`config.mk`:
```
export PLATFORM = sky130hd
export DESIGN_NAME = mmcs_div
export DESIGN_NICKNAME = d
export VERILOG_FILES = /design/src/rtl/core/assert_macros.svh /design/src/rtl/core/mmcs_pkg.sv /design/src/rtl/core/mmcs_div.sv
export SDC_FILE = /design/constraint.sdc
export NUM_CORES = 1
export LEC_CHECK = 0
export BUFFER_PORTS_ARGS = -buffer_cell sky130_fd_sc_hd__buf_2
export CORE_MARGIN = 2
export CORE_UTILIZATION = 30
export CTS_CLUSTER_SIZE = 12
export DETAILED_ROUTE_END_ITERATION = 8
export GPL_ROUTABILITY_DRIVEN = 0
export PLACE_DENSITY = 0.6
export SLEW_MARGIN = 10
export SYNTH_ARGS = -nofsm -noshare
export SYNTH_HDL_FRONTEND = slang
export SYNTH_SLANG_ARGS = --single-unit
```
`constraint.sdc`:
```
create_clock -name i_clk -period 6.1 [get_ports i_clk]
set_clock_uncertainty 0.1 [all_clocks]
set_input_delay 0.61 -clock i_clk [delete_from_list [all_inputs] [get_ports i_clk]]
set_output_delay 0.61 -clock i_clk [all_outputs]
set_load 0.05 [all_outputs]
```
`src/rtl/core/assert_macros.svh`:
```
// Assertion macros used by the top level of the contrast stretch block.
`ifndef ASSERT_MACROS_SVH
`define ASSERT_MACROS_SVH

// Property that must hold at every clock edge outside reset.
`define ASSERT_ALWAYS(label, prop, msg) \
    label: assert property (@(posedge i_clk) disable iff (!i_rst_n) (prop)) \
        else $error(msg);

// When the condition holds, the consequence must hold in the following cycle.
`define ASSERT_NEXT(label, cond, conseq, msg) \
    label: assert property (@(posedge i_clk) disable iff (!i_rst_n) \
        (cond) |=> (conseq)) else $error(msg);

`endif

```
`src/rtl/core/mmcs_pkg.sv`:
```
// Package with the types and constants of the contrast stretch block.
`default_nettype none
package mmcs_pkg;
    localparam int OP_W   = 2;
    localparam int PIX_W  = 8;
    localparam int NUM_W  = 2 * PIX_W;
    localparam int STEP_W = 4;
    localparam logic [STEP_W-1:0] DIV_STEPS = 4'd8;

    localparam logic [OP_W-1:0] OP_LOAD  = 2'd0;
    localparam logic [OP_W-1:0] OP_PULL  = 2'd1;
    localparam logic [OP_W-1:0] OP_START = 2'd2;

    localparam logic CFG_OUT_LOW  = 1'b0;
    localparam logic CFG_OUT_HIGH = 1'b1;

    localparam logic [PIX_W-1:0] MIN_RESET  = 8'd255;
    localparam logic [PIX_W-1:0] MAX_RESET  = 8'd0;
    localparam logic [PIX_W-1:0] LOW_RESET  = 8'd0;
    localparam logic [PIX_W-1:0] HIGH_RESET = 8'd255;

    typedef struct packed {
        logic             done;
        logic [PIX_W-1:0] quot;
        logic             rem_nz;
    } t_div_res;
endpackage
`default_nettype wire

```
`src/rtl/core/mmcs_div.sv`:
```
// Radix-2 restoring divider giving one quotient bit per cycle.
`default_nettype none
module mmcs_div (
    input  wire logic                       i_clk,
    input  wire logic                       i_rst_n,
    input  wire logic                       i_start,
    input  wire logic [mmcs_pkg::NUM_W-1:0] i_num,
    input  wire logic [mmcs_pkg::PIX_W-1:0] i_den,
    output mmcs_pkg::t_div_res              o_res
);
    import mmcs_pkg::*;

    logic [STEP_W-1:0] r_cnt;
    logic [PIX_W-1:0]  r_rem;
    logic [PIX_W-1:0]  r_lo;
    logic [PIX_W-1:0]  r_den;
    logic              r_done;
    logic [PIX_W:0]    n_trial;
    logic              n_ge;
    logic [PIX_W:0]    n_diff;

    always_comb begin
        n_trial = {r_rem, r_lo[PIX_W-1]};
        n_ge    = n_trial >= {1'b0, r_den};
        n_diff  = n_trial - {1'b0, r_den};
    end

    always_ff @(posedge i_clk) begin
        if (!i_rst_n) begin
            r_cnt  <= '0;
            r_done <= 1'b0;
        end else if (i_start) begin
            r_cnt  <= DIV_STEPS;
            r_done <= 1'b0;
            r_rem  <= i_num[NUM_W-1:PIX_W];
            r_lo   <= i_num[PIX_W-1:0];
            r_den  <= i_den;
        end else if (r_cnt != '0) begin
            r_cnt  <= r_cnt - 1'b1;
            r_done <= (r_cnt == STEP_W'(1));
            r_rem  <= n_ge ? n_diff[PIX_W-1:0] : n_trial[PIX_W-1:0];
            r_lo   <= {r_lo[PIX_W-2:0], n_ge};
        end else begin
            r_done <= 1'b0;
        end
    end

    assign o_res.done   = r_done;
    assign o_res.quot   = r_lo;
    assign o_res.rem_nz = (r_rem != '0);
endmodule
`default_nettype wire

```
* Word level (Yosys, flattened, before mapping) *
Index checks and enable logic that the tools add are counted.

word-level totals
  bits in registers = 29
  input port bits = 27
  output and inout bits = 10
  logic and storage cells = 26

operators by class
  add/sub/neg operators = 2
  order comparisons = 1
  eq/ne operators = 1
  muxes and demuxes = 7
  bitwise gates (word level) = 2
  reduce and logical (&&, ||, !) cells = 7

operators with widths
  cell                 number
  $mux 8               5
  $ge 9x8->1           1
  $mux 4               2
  $reduce_bool 8->1    1
  $sub 8x8->8          1
  $eq 4x1->1 const B   1
  $reduce_and 2->1     2
  $reduce_bool 4->1    1
  $sub 4x1->4 const B  1
  $reduce_or 3->1      1
  $not 1->1            2
  $reduce_bool 2->1    1
  $reduce_or 2->1      1

* Logic depth before layout (Yosys ltp) *
  depth in word-level cells = 4
  gate-level depth with buffers = 8
  gate-level depth less buffers = 8

* Worst setup path before layout *
OpenSTA, ideal clock, no wires.

  path type = flip-flop to flip-flop
  from = reg r_lo[7]
  to = reg r_rem[6], data pin
  arrival = 2.070 ns
  required time = 5.742 ns
  path slack = 3.673 ns
  stages on the path, launching flop included = 9
  period minus slack after synthesis = 2.427 ns
  cell sequence = edfxtp_1 > inv_1 > ha_1 > fa_1 > nand2b_1 > a21oi_1 > mux2i_1 > a21o_1 > a21oi_1

between the ends
  word-level cells in the longest chain between the ends = 4

ends and longest elaborated chain
  element                                    line                            text
  from (decl)                                mmcs_div.sv:15                  logic [PIX_W-1:0] r_lo;
  from (signal assigned)                     mmcs_div.sv:36                  r_lo <= i_num[PIX_W-1:0];
  from (signal assigned)                     mmcs_div.sv:42                  r_lo <= {r_lo[PIX_W-2:0], n_ge};
  $sub 8x8->8 or $ge 9x8->1 (tied branches)  mmcs_div.sv:25, mmcs_div.sv:24
  $mux 8 (*)                                 mmcs_div.sv:41                  r_rem <= n_ge ? n_diff[PIX_W-1:0] : n_trial[PIX_W-1:0];
  $mux 8 (*)                                 mmcs_div.sv:38                  end else if (r_cnt != '0) begin
  $mux 8 (*)                                 mmcs_div.sv:32                  end else if (i_start) begin
  to (signal assigned)                       mmcs_div.sv:35                  r_rem <= i_num[NUM_W-1:PIX_W];
  to (signal assigned)                       mmcs_div.sv:41
  to (decl)                                  mmcs_div.sv:14                  logic [PIX_W-1:0] r_rem;

Mark *: on every way between the ends. The rest lies on a longest branch, timed or not. The select of a mux whose other input is x is not followed.
A chain may end at the register's enable or synchronous reset.

* Worst setup path after layout *
  from = reg r_rem[5]
  to = reg r_rem[1], data pin

between the ends
  word-level cells in the longest chain between the ends = 4

ends and longest elaborated chain
  element     line            text
  $ge 9x8->1  mmcs_div.sv:24  n_ge = n_trial >= {1'b0, r_den};
  $mux 8      mmcs_div.sv:41
  $mux 8      mmcs_div.sv:38
  $mux 8      mmcs_div.sv:32

Every way passes these cells. The select of a mux whose other input is x is not followed.

==> flow_summary.ini <==
[clock_network]
clock_sinks = 29
cts_inserted_buffers = 5
clockBufferDepth = 2
post-cts-setup-buffer-count = 0
clkTransAtPathRegs_ns = 0.06
cts_hold_buf = 0
htreeDepth = 2
cts_tree = done
clock_latency_ns = 0.28
cts_root_buf = clkbuf_8
post_cts_resized = 0

[cells_and_area]
n_fill_cell = 557
fin_cells = 262
nNetsFinal = 228
diodes = 0
final_layout_size_suffix_gt1_share_pct = 31.05
area_growth_pct = 18.65

[worst_setup_path]
crit_path_max_incr_delay_ns = 0.43
crit_path_start_kind = register
cp_cell_sequence = ha_1 -> a21oi_2 -> o221ai_2 -> a21oi_4 -> mux2i_1 -> mux2_2
critPathSlowestCell = edfxtp_1
cp_data_arrival_time_ns = 2.28
required_ns = 6.04
rrSetupSlack_ns = 3.76
crit_fanout = 15
critPathKind = register to register
cp-end-kind = register

[placement]
dp_cells = 254
place_hpwl_mm = 2.437
port_buffers = 36
pre_cts_ws_ns = 3.749

[logic_synthesis]
synth_enable_flop_cells = 24
ys_seq_area_share_pct = 47.99
yosysMostFrequentCell = edfxtp_1
syn_area_um2 = 1710
yosys_warnings = 0
ys_ff_latch = 29
synth_commonest_cells = 24 x edfxtp_1, 15 x inv_1, 11 x ha_1
async_reset_ff_share_pct = 0
synth_area_leader_cell = edfxtp_1
synthTopCellsByArea = edfxtp_1 42%, ha_1 8.0%, mux2_2 6.6%
synth_top_area_share_pct = 42.14
synth_ff_type = edfxtp_1
synthesis.nets = 190
syn_avg_cell_area_um2 = 11.33
synthCells = 151
synthDistinctLibCells = 41

[sta]
tns_ns = 0
rsz0062_at_grt = false
setup_ws_ns = 3.759
fmax_mhz = 427.1
period_minus_slack_ns = 2.341
post-route-period-util_pct = 38.38
drv_slew = 0
hold_ws_ns = 0.3831
setup_violations = 0
maxSlewHeadroom_pct = 51.24
tightest_slew_ns = 0.7314
hold_viol = 0

[drt]
post_drt_wl_per_cell_um = 12.24
vias = 1216
ant_nets = 0
drc_errors = 0
drtIter0Drc = 25
wirelength_mm = 3.206
drt-pass1-iter-count = 4
viasPerCell = 4.641

[pwr]
leakage_nw = 0.8205
switchingPower_w = 0.0002780
combPwrFrac_pct = 41.2
ir_drop_v = 0.0001963
pwr-share-seq_pct = 39.4
power_density_nw_per_um2 = 367.8
intPower_w = 0.0004684
switching_share_pct = 37.25
clockPowerShare_pct = 19.4

[global_route]
first_global_vias = 1143
grtUsageTotal_pct = 10.99
antenna_found_initial = 0
grt_start_max_net_pins = 31
grt-ovfl-total = 0
grt_pass1_wl_mm = 5.195

[floorplanning]
fp-row-count = 27
ioPinCount = 37
initial_core_util_pct = 31.06
dieArea_um2 = 6321
die_y_um = 79.51
core_um2 = 5507
die_w_um = 79.51

[run_status]
status = completed

[hold_path]
holdCritPathClass = register to register

[run]
maxCapViolations = 0
-- flip-flops by register name (all words and copies together), names as in the netlist --
signal / count
r_lo: 8
r_done: 1
r_cnt: 4
r_rem: 8
r_den: 8
-- worst paths after layout --
path | startpoint | end | cells past startpoint
worst max-delay path | r_rem[5] | r_rem[1] | 6
worst min-delay path | r_cnt[3] | r_done | 1
worst max register to register | r_rem[5] | r_rem[1] | 6
worst min register to register | r_cnt[3] | r_done | 1
-- area by class of cell --
type	instances	area, um2	share of cell area [%]
clock inverter	1	3.754	0.1850
sequential	29	820.8	40.44
tap	72	90.09	4.439
clock buffer	7	76.32	3.761
inverter	15	56.30	2.774
multi-input combinational	102	802.0	39.52
timing repair buffer	36	180.2	8.878
-- placed cells by master (no fill, tap or decap), types with 2 or more instances in the layout --
cell type / synthesis / layout
xnor2_1: 3 / 3
nand3_1: 2 / 2
xor2_1: 3 / 3
mux2_2: 10 / 10
buf_2: 1 / 36
a21oi_2: 3 / 3
a21oi_1: 5 / 5
nand2_1: 6 / 6
ha_1: 11 / 11
nor2_1: 9 / 9
o21ai_1: 2 / 2
nor4_1: 4 / 4
nor2b_1: 7 / 7
o21a_1: 2 / 2
mux2i_1: 4 / 4
nand2b_1: 3 / 3
o21ai_0: 4 / 4
clkbuf_8: 0 / 5
dfxtp_1: 5 / 5
nor3_1: 5 / 5
clkbuf_1: 2 / 2
a221o_1: 3 / 3
inv_1: 15 / 15
edfxtp_1: 24 / 24
-- per-layer routing --
layer  vias to the layer above  GRT usage, %  share of wire (%)
met5                         -             0                  0
met4                         0         6.207                2.6
met3                         8         3.281                4.8
met2                        27         17.48                 47
met1                       560         13.17                 45
li1                        621             -                  -
-- metrics by stage --
stage	instance area [um2]	utilization, %	power (W)
floorplan	1710	-	0.0005441
global placement	1949	35.40	0.0006038
detailed placement	1949	35.40	0.0006054
CTS	2029	36.86	0.0007526
global route	2029	36.86	0.0007978
finish	2029	36.86	0.0007464
-- power groups by stage --
stage / sequential [W] / combinational [W] / clock (W)
after floorplan: 0.000327 / 0.000217 / 0
after global placement: 0.000298 / 0.000306 / 0
after detailed placement: 0.000298 / 0.000307 / 0
after CTS: 0.000295 / 0.000309 / 0.000149
after global routing: 0.000300 / 0.000342 / 0.000156
final: 0.000294 / 0.000308 / 0.000145
-- critical path, delay by kind of cell (launching register included) --
kind	cells	cell delay [ns]
compound gates	3	0.73
mux	2	0.43
flops	1	0.43
fa+ha+maj	1	0.40
-- cells by family (layout without fill, tap and decap cells) --
logic type      count (synthesis)  in the layout  synth area share (%)
flops                          29             29                 47.99
fa+ha+maj                      12             12                 9.217
compound gates                 28             28                 12.44
mux                            14             14                 8.925
buf+inv                        20             59                 5.120
simple gates                   42             42                 13.24
xor+xnor                        6              6                 3.073
(Power assumes the default switching activity.)
